## config.mk

```make
export PLATFORM = sky130hd
export DESIGN_NAME = fla_ctrl
export DESIGN_NICKNAME = d
export VERILOG_FILES = /design/src/sv/fla_pkg.sv /design/src/sv/fla_ctrl.sv
export SDC_FILE = /design/constraint.sdc
export NUM_CORES = 1
export LEC_CHECK = 0
export BUFFER_PORTS_ARGS = -buffer_cell sky130_fd_sc_hd__buf_2
export CAP_MARGIN = 10
export CORE_AREA = 2 2 39 41
export DETAILED_ROUTE_END_ITERATION = 8
export DIE_AREA = 0 0 41 43
export PLACE_DENSITY = 0.88
export SLEW_MARGIN = 40
export SYNTH_ARGS = -nofsm -noshare
export SYNTH_HDL_FRONTEND = slang
export SYNTH_SLANG_ARGS = --single-unit
```

## constraint.sdc

```tcl
create_clock -name aclk -period 2.5 [get_ports aclk]
set_clock_uncertainty 0.2 [all_clocks]
set_input_delay 0.5 -clock aclk [delete_from_list [all_inputs] [get_ports aclk]]
set_output_delay 0.5 -clock aclk [all_outputs]
set_load 0.02 [all_outputs]
```

## src/sv/fla_pkg.sv

```systemverilog
// ----------------------------------------------------------------------------
// fla_pkg
// Shared types and constants of the free-list allocator.
// ----------------------------------------------------------------------------
package fla_pkg;

    localparam int ARENA_UNITS  = 4096;
    localparam int HEADER_BYTES = 16;
    localparam int UNIT_W       = $clog2(ARENA_UNITS);
    localparam int HB_SHIFT     = $clog2(HEADER_BYTES);
    localparam int BYTES_W      = 16;
    localparam int UNITS_W      = UNIT_W + 1;
    localparam int ASTEP_W      = UNIT_W + 2;
    localparam int RSTEP_W      = UNIT_W + 1;
    localparam int ALLOC_LIMIT  = 2 * ARENA_UNITS + 4;
    localparam int WALK_LIMIT   = ARENA_UNITS + 1;
    localparam logic [11:0] DEFAULT_MIN_GROW = 12'd1024;

    localparam logic       CMD_ALLOC = 1'b0;
    localparam logic       CMD_FREE  = 1'b1;
    localparam logic [1:0] STAT_OK      = 2'd0;
    localparam logic [1:0] STAT_BADSIZE = 2'd1;
    localparam logic [1:0] STAT_NOSPACE = 2'd2;

    typedef struct packed {
        logic [UNIT_W-1:0] next;
        logic [UNIT_W-1:0] size;
    } hdr_t;

    typedef enum logic [3:0] {
        ST_IDLE, ST_DISPATCH, ST_A_INIT, ST_A_RDPREV, ST_A_CAPPREV, ST_A_CHK,
        ST_A_SPLIT, ST_R_START, ST_R_WALK, ST_R_MERGE, ST_R_LINK, ST_F_RD,
        ST_F_CHK, ST_DONE
    } state_t;

    typedef enum logic [4:0] {
        OP_NONE, OP_LOAD, OP_INIT, OP_RDPREV, OP_CAPPREV, OP_FAIL, OP_EXACT,
        OP_SPLIT, OP_SPLIT2, OP_GROW, OP_ADVANCE, OP_RSTART, OP_RFOUND,
        OP_RNEXT, OP_RM1, OP_RM2, OP_FRD, OP_FSET, OP_PUSH
    } op_t;

    typedef struct packed {
        logic is_free;
        logic zero_bytes;
        logic started;
        logic addr_nz;
        logic alloc_lim;
        logic fit;
        logic exact;
        logic at_rover;
        logic grow_ok;
        logic found;
        logic walk_lim;
        logic ret_alloc;
        logic hdr_nz;
        logic out_busy;
    } dp_status_t;

endpackage

```

## src/sv/fla_ctrl.sv

```systemverilog
// ----------------------------------------------------------------------------
// fla_ctrl
// Sequencer of the allocator: steps allocate, free and list insertion.
// ----------------------------------------------------------------------------
module fla_ctrl (
    input  logic                aclk,
    input  logic                aresetn,
    input  logic                in_valid,
    output logic                in_ready,
    input  fla_pkg::dp_status_t st,
    output fla_pkg::op_t        op
);
    import fla_pkg::*;

    state_t state_reg, state_next;
    state_t ret_state;

    always_ff @(posedge aclk) begin
        if (!aresetn) begin
            state_reg <= ST_IDLE;
        end else begin
            state_reg <= state_next;
        end
    end

    assign ret_state = st.ret_alloc ? ST_A_RDPREV : ST_DONE;

    always_comb begin
        state_next = state_reg;
        unique case (state_reg)
            ST_IDLE:      if (in_valid) state_next = ST_DISPATCH;
            ST_DISPATCH: begin
                if (st.is_free) begin
                    state_next = (st.started && st.addr_nz) ? ST_F_RD : ST_DONE;
                end else if (st.zero_bytes) begin
                    state_next = ST_DONE;
                end else begin
                    state_next = st.started ? ST_A_RDPREV : ST_A_INIT;
                end
            end
            ST_A_INIT:    state_next = ST_A_RDPREV;
            ST_A_RDPREV:  state_next = ST_A_CAPPREV;
            ST_A_CAPPREV: state_next = ST_A_CHK;
            ST_A_CHK: begin
                priority if (st.alloc_lim) state_next = ST_DONE;
                else if (st.fit && st.exact) state_next = ST_DONE;
                else if (st.fit) state_next = ST_A_SPLIT;
                else if (st.at_rover) state_next = st.grow_ok ? ST_R_START : ST_DONE;
                else state_next = ST_A_CHK;
            end
            ST_A_SPLIT:   state_next = ST_DONE;
            ST_R_START:   state_next = ST_R_WALK;
            ST_R_WALK: begin
                priority if (st.found) state_next = ST_R_MERGE;
                else if (st.walk_lim) state_next = ret_state;
                else state_next = ST_R_WALK;
            end
            ST_R_MERGE:   state_next = ST_R_LINK;
            ST_R_LINK:    state_next = ret_state;
            ST_F_RD:      state_next = ST_F_CHK;
            ST_F_CHK:     state_next = st.hdr_nz ? ST_R_START : ST_DONE;
            ST_DONE:      if (!st.out_busy) state_next = ST_IDLE;
            default:      state_next = ST_IDLE;
        endcase
    end

    always_comb begin
        op       = OP_NONE;
        in_ready = 1'b0;
        unique case (state_reg)
            ST_IDLE: begin
                in_ready = 1'b1;
                if (in_valid) op = OP_LOAD;
            end
            ST_DISPATCH:  op = OP_NONE;
            ST_A_INIT:    op = OP_INIT;
            ST_A_RDPREV:  op = OP_RDPREV;
            ST_A_CAPPREV: op = OP_CAPPREV;
            ST_A_CHK: begin
                priority if (st.alloc_lim) op = OP_FAIL;
                else if (st.fit && st.exact) op = OP_EXACT;
                else if (st.fit) op = OP_SPLIT;
                else if (st.at_rover) op = st.grow_ok ? OP_GROW : OP_FAIL;
                else op = OP_ADVANCE;
            end
            ST_A_SPLIT:   op = OP_SPLIT2;
            ST_R_START:   op = OP_RSTART;
            ST_R_WALK: begin
                priority if (st.found) op = OP_RFOUND;
                else if (st.walk_lim) op = OP_NONE;
                else op = OP_RNEXT;
            end
            ST_R_MERGE:   op = OP_RM1;
            ST_R_LINK:    op = OP_RM2;
            ST_F_RD:      op = OP_FRD;
            ST_F_CHK:     op = st.hdr_nz ? OP_FSET : OP_NONE;
            ST_DONE:      op = st.out_busy ? OP_NONE : OP_PUSH;
            default:      op = OP_NONE;
        endcase
    end

endmodule

```

**Yosys cells after proc, flatten, opt, wreduce, memory -nomap -nowiden**

Index checks and enable logic that the tools add are counted.

- Bits in registers: 4
- RAM bits: 0
- Bits of input ports: 17
- Memories: 0
- Bits in latches: 0
- Bits in read-only memories: 0

- Div/mod/pow operators: 0
- Shift-type cells: 0
- Equal/unequal tests: 15
- Reduce and logical (&&, ||, !) cells: 4
- Bitwise logic cells: 0
- Multipliers: 0
- Add/subtract/negate cells: 0
- Magnitude comparators: 0
- Mux-type cells: 28

Operators with widths:

| cell | number |
|---|---|
| 4-bit 2-to-1 mux | 20 |
| 5-bit one-hot mux with 13 select lines | 1 |
| 4-bit one-hot mux with 14 select lines | 1 |
| 4-bit equality test, second input constant | 6 |
| 4-bit by 3-bit equality test with 1-bit output, second input constant | 4 |
| 5-bit 2-to-1 mux | 2 |
| 4-bit by 2-bit equality test with 1-bit output, second input constant | 2 |
| 4-bit by 1-bit equality test with 1-bit output, second input constant | 1 |
| 4-bit logical NOT | 1 |
| 2-bit != test, second input constant | 2 |
| 1-bit 2-to-1 mux | 3 |
| 3-bit 2-to-1 mux | 1 |
| 1-bit logical AND | 2 |
| 2-bit AND reduction | 1 |

**Depth between registers and ports, before layout**

- Word-level depth: 6
- Depth in mapped cells: 5
- Depth with buffers taken out: 4

**Worst setup path after synthesis**

OpenSTA, ideal clock, no wires.

- Kind: register -> output
- Start point: reg state_reg[3]
- End point: out op[2]
- Cell stages (with the launch flop): 5
- Arrival time: 1.340 ns
- Buffers on the path: 1
- Path slack: 0.460 ns
- Data required time: 1.800 ns
- Cells stage by stage: dfxtp_1 > buf_2 > inv_1 > a2bb2oi_1 > o21ai_0

- Cells in the longest elaborated chain, start to end: 2
- Elaborated cells between the ends (all ways): 14
- Classes of those cells: eq/ne: 12; mux: 1; reduce/logical: 1

RTL lines:

| item | RTL line | RTL |
|---|---|---|
| from (decl) | fla_ctrl.sv:15 | `state_t state_reg, state_next;` |
| from (signal assigned) | fla_ctrl.sv:22 | `state_reg <= state_next;` |
| 4-bit equality test (tied with other cells) | fla_ctrl.sv:70 | `unique case (state_reg)` |
| 5-bit one-hot mux with 13 select lines (*) | fla_ctrl.sv:70 |  |
| to (decl) | fla_ctrl.sv:11 | `output fla_pkg::op_t op` |

Mark *: on every way between the ends. The rest lies on a longest branch, timed or not.

**Worst setup path in the final report**

- Start point: reg state_reg[2]
- End point: out op[4]

Same word-level chain as after synthesis.

==> metrics.txt <==
most frequent cells in the layout buf_2 (22), a21oi_1 (10), nor2_1 (9); area of the core 1380 um^2; Leakage roughly 0.31 nW; fin crit share a little over nine tenths; Die Wd slightly above 40 um; M1 GR Usage 32.4%; Sink Count 4; Max Fclk ~0.42 GHz; final antenna-violating net count 0; clock latency on the worst-skew pair ~0.23 ns; RSZ-0062 raised after global routing false; Synth Cell Area 634 um^2; drt wl/cell approximately 14 um; endpoints failing hold 0; met3 Track Usage GR 5.76%; most common cell after layout, fill and taps aside buf_2; PostCTS Resize Cnt 0; crit-path max cell delay ~0.45 ns; Slew @ Worst Pin roughly 0.54 ns; CP max stage cell dfxtp_1; Tot Pwr about 0.8 mW; final WL 1880 um; WHS about 0.34 ns; critical path launch point type flip-flop; GPL Wtd Cong roughly 1; Iteration-0 DRC Markers 52; ANT cells 0; vias in the first global route about 740; headroom to the max-slew limit 64.0%; Starting Density ~46%; CTS tree yes; worst hold path class input pin to flip-flop; clk slew on worst S/H paths 0.04 ns; Avg Cell Area, Syn 6.54 um^2; synth unique cells 37; Syn Nets approximately 110; Final Util ~56%; post-place instance area roughly 750 um^2; Die Y roughly 43 um; Crit Path Class flip-flop to primary output; cell taking the most area after synthesis dfxtp_1; non-filler instance count after layout roughly 130; Pins Over Slew Limit 0; sequential element share of the synthesized area roughly an eighth; PortBufs 22; # rows 14; hpwl dp about 1500 um; Final setup viols 0; max cap viols 0; global-route wire length before repair 3000 um; post-route design area between 700 and 800 um^2; vias per cell roughly 6.4; Seq cells post-synth 4; Critical Path Fanout Max 15; Largest register FFs 4; CTS Buf Count 3; pwr/cell area around 1000 nW/um^2; top cells by area, synth dfxtp_1 (13%), a21oi_1 (7.9%), nor2b_1 (6.9%), nor2_1 (5.3%), o21ai_0 (4.7%); Root Buffer clkbuf_4; placed cells about 130; Top Usage Layer GRT met2; largest net degree at the start of global routing 18; synth warn 0; Mapped Cells 97; Max VDD drop 0.000542 V; Setup Fix Bufs, Post-CTS 0; worst setup margin approximately 0.10 ns; Yosys top cell area share about 13%; minimum clock period ~2.4 ns; Sum Neg Setup Slack 0 ns; met2 usage 35.3%; # hold bufs at CTS 0; crit path DAT approximately 1.7 ns; status complete, no violations; # nets final 137; CP endpoint kind primary output; crit-path cells buf_4 -> nor2b_1 -> o21ai_0 -> a21oi_1 -> buf_2; DR vias 852; num ports 23; synth-to-layout area growth 21.9%; top_reg_cell synth dfxtp_1; all-layer global routing usage roughly 25%; Critical Path RT 1.80 ns; grt ovf 0; share of layout cells above drive strength 1 between 20% and 30%; die area between 1500 and 2000 um^2; initial antenna violation count 0; number of flops mapped to enable cells by yosys 0; CTS max path bufs 2; H-tree Lvls 1; Setup WS pre-CTS roughly 0.33 ns; DRT Pass-1 Iters 4; FFs w/ async S/R, synth 0%; Residual DRC 0
routing by layer:
metal	up-vias	wire, um
met3	2	150
met4	0	11
met5	-	0
met1	390	781
met2	50	932
li1	410	-
cell families after synthesis:
logic type,Yosys count,share of synthesized area [%]
buf+inv,12,8.68
compound gates,41,44.6
simple gates,40,34.1
flops,4,12.6
worst paths after layout:
kind	start	endpoint	slack, ns	depth (start not counted)
worst min register to register	state_reg[3]$_SDFFE_PN0P_	state_reg[3]$_SDFFE_PN0P_	0.54	3
worst max-delay path	state_reg[2]$_SDFFE_PN0P_	op[4]	0.1	5
worst min-delay path	aresetn	state_reg[2]$_SDFFE_PN0P_	0.34	3
worst max register to register	state_reg[2]$_SDFFE_PN0P_	state_reg[3]$_SDFFE_PN0P_	0.39	5
power by group:
group / internal (mW) / leakage, nW / switching, mW / total, mW
clock network: 0.0535 / 0.0138 / 0.0239 / 0.0774
logic: 0.235 / 0.263 / 0.326 / 0.561
registers: 0.0889 / 0.0331 / 0.0779 / 0.167
total: 0.377 / 0.310 / 0.428 / 0.806
area by class of cell:
type	count	area, um^2
fill	129	611
multi-input combinational	81	499
timing repair buffer	25	133
sequential	4	80.1
clock buffer	3	22.5
tap	16	20.0
inverter	5	18.8
synth_stat cells, types with 2 or more instances:
cell type	count
a21oi_1	10
a31oi_1	4
a32oi_1	2
and2_1	2
buf_2	5
dfxtp_1	4
inv_1	5
nand2_1	6
nand2b_1	4
nand3_1	3
nor2_1	9
nor2b_1	7
nor3_1	2
o211ai_1	2
o21a_1	2
o21ai_0	6
o31a_1	2
o31ai_1	2
o32ai_1	2
worst max-delay path, delay by kind of cell (launching register included):
family | cells | cell delay, ns
AND/OR/NAND/NOR | 1 | 0.27
flip-flops | 1 | 0.45
buffers and inverters | 2 | 0.41
AO/OA/AOI/OAI | 2 | 0.33
(Power assumes the default switching activity.)
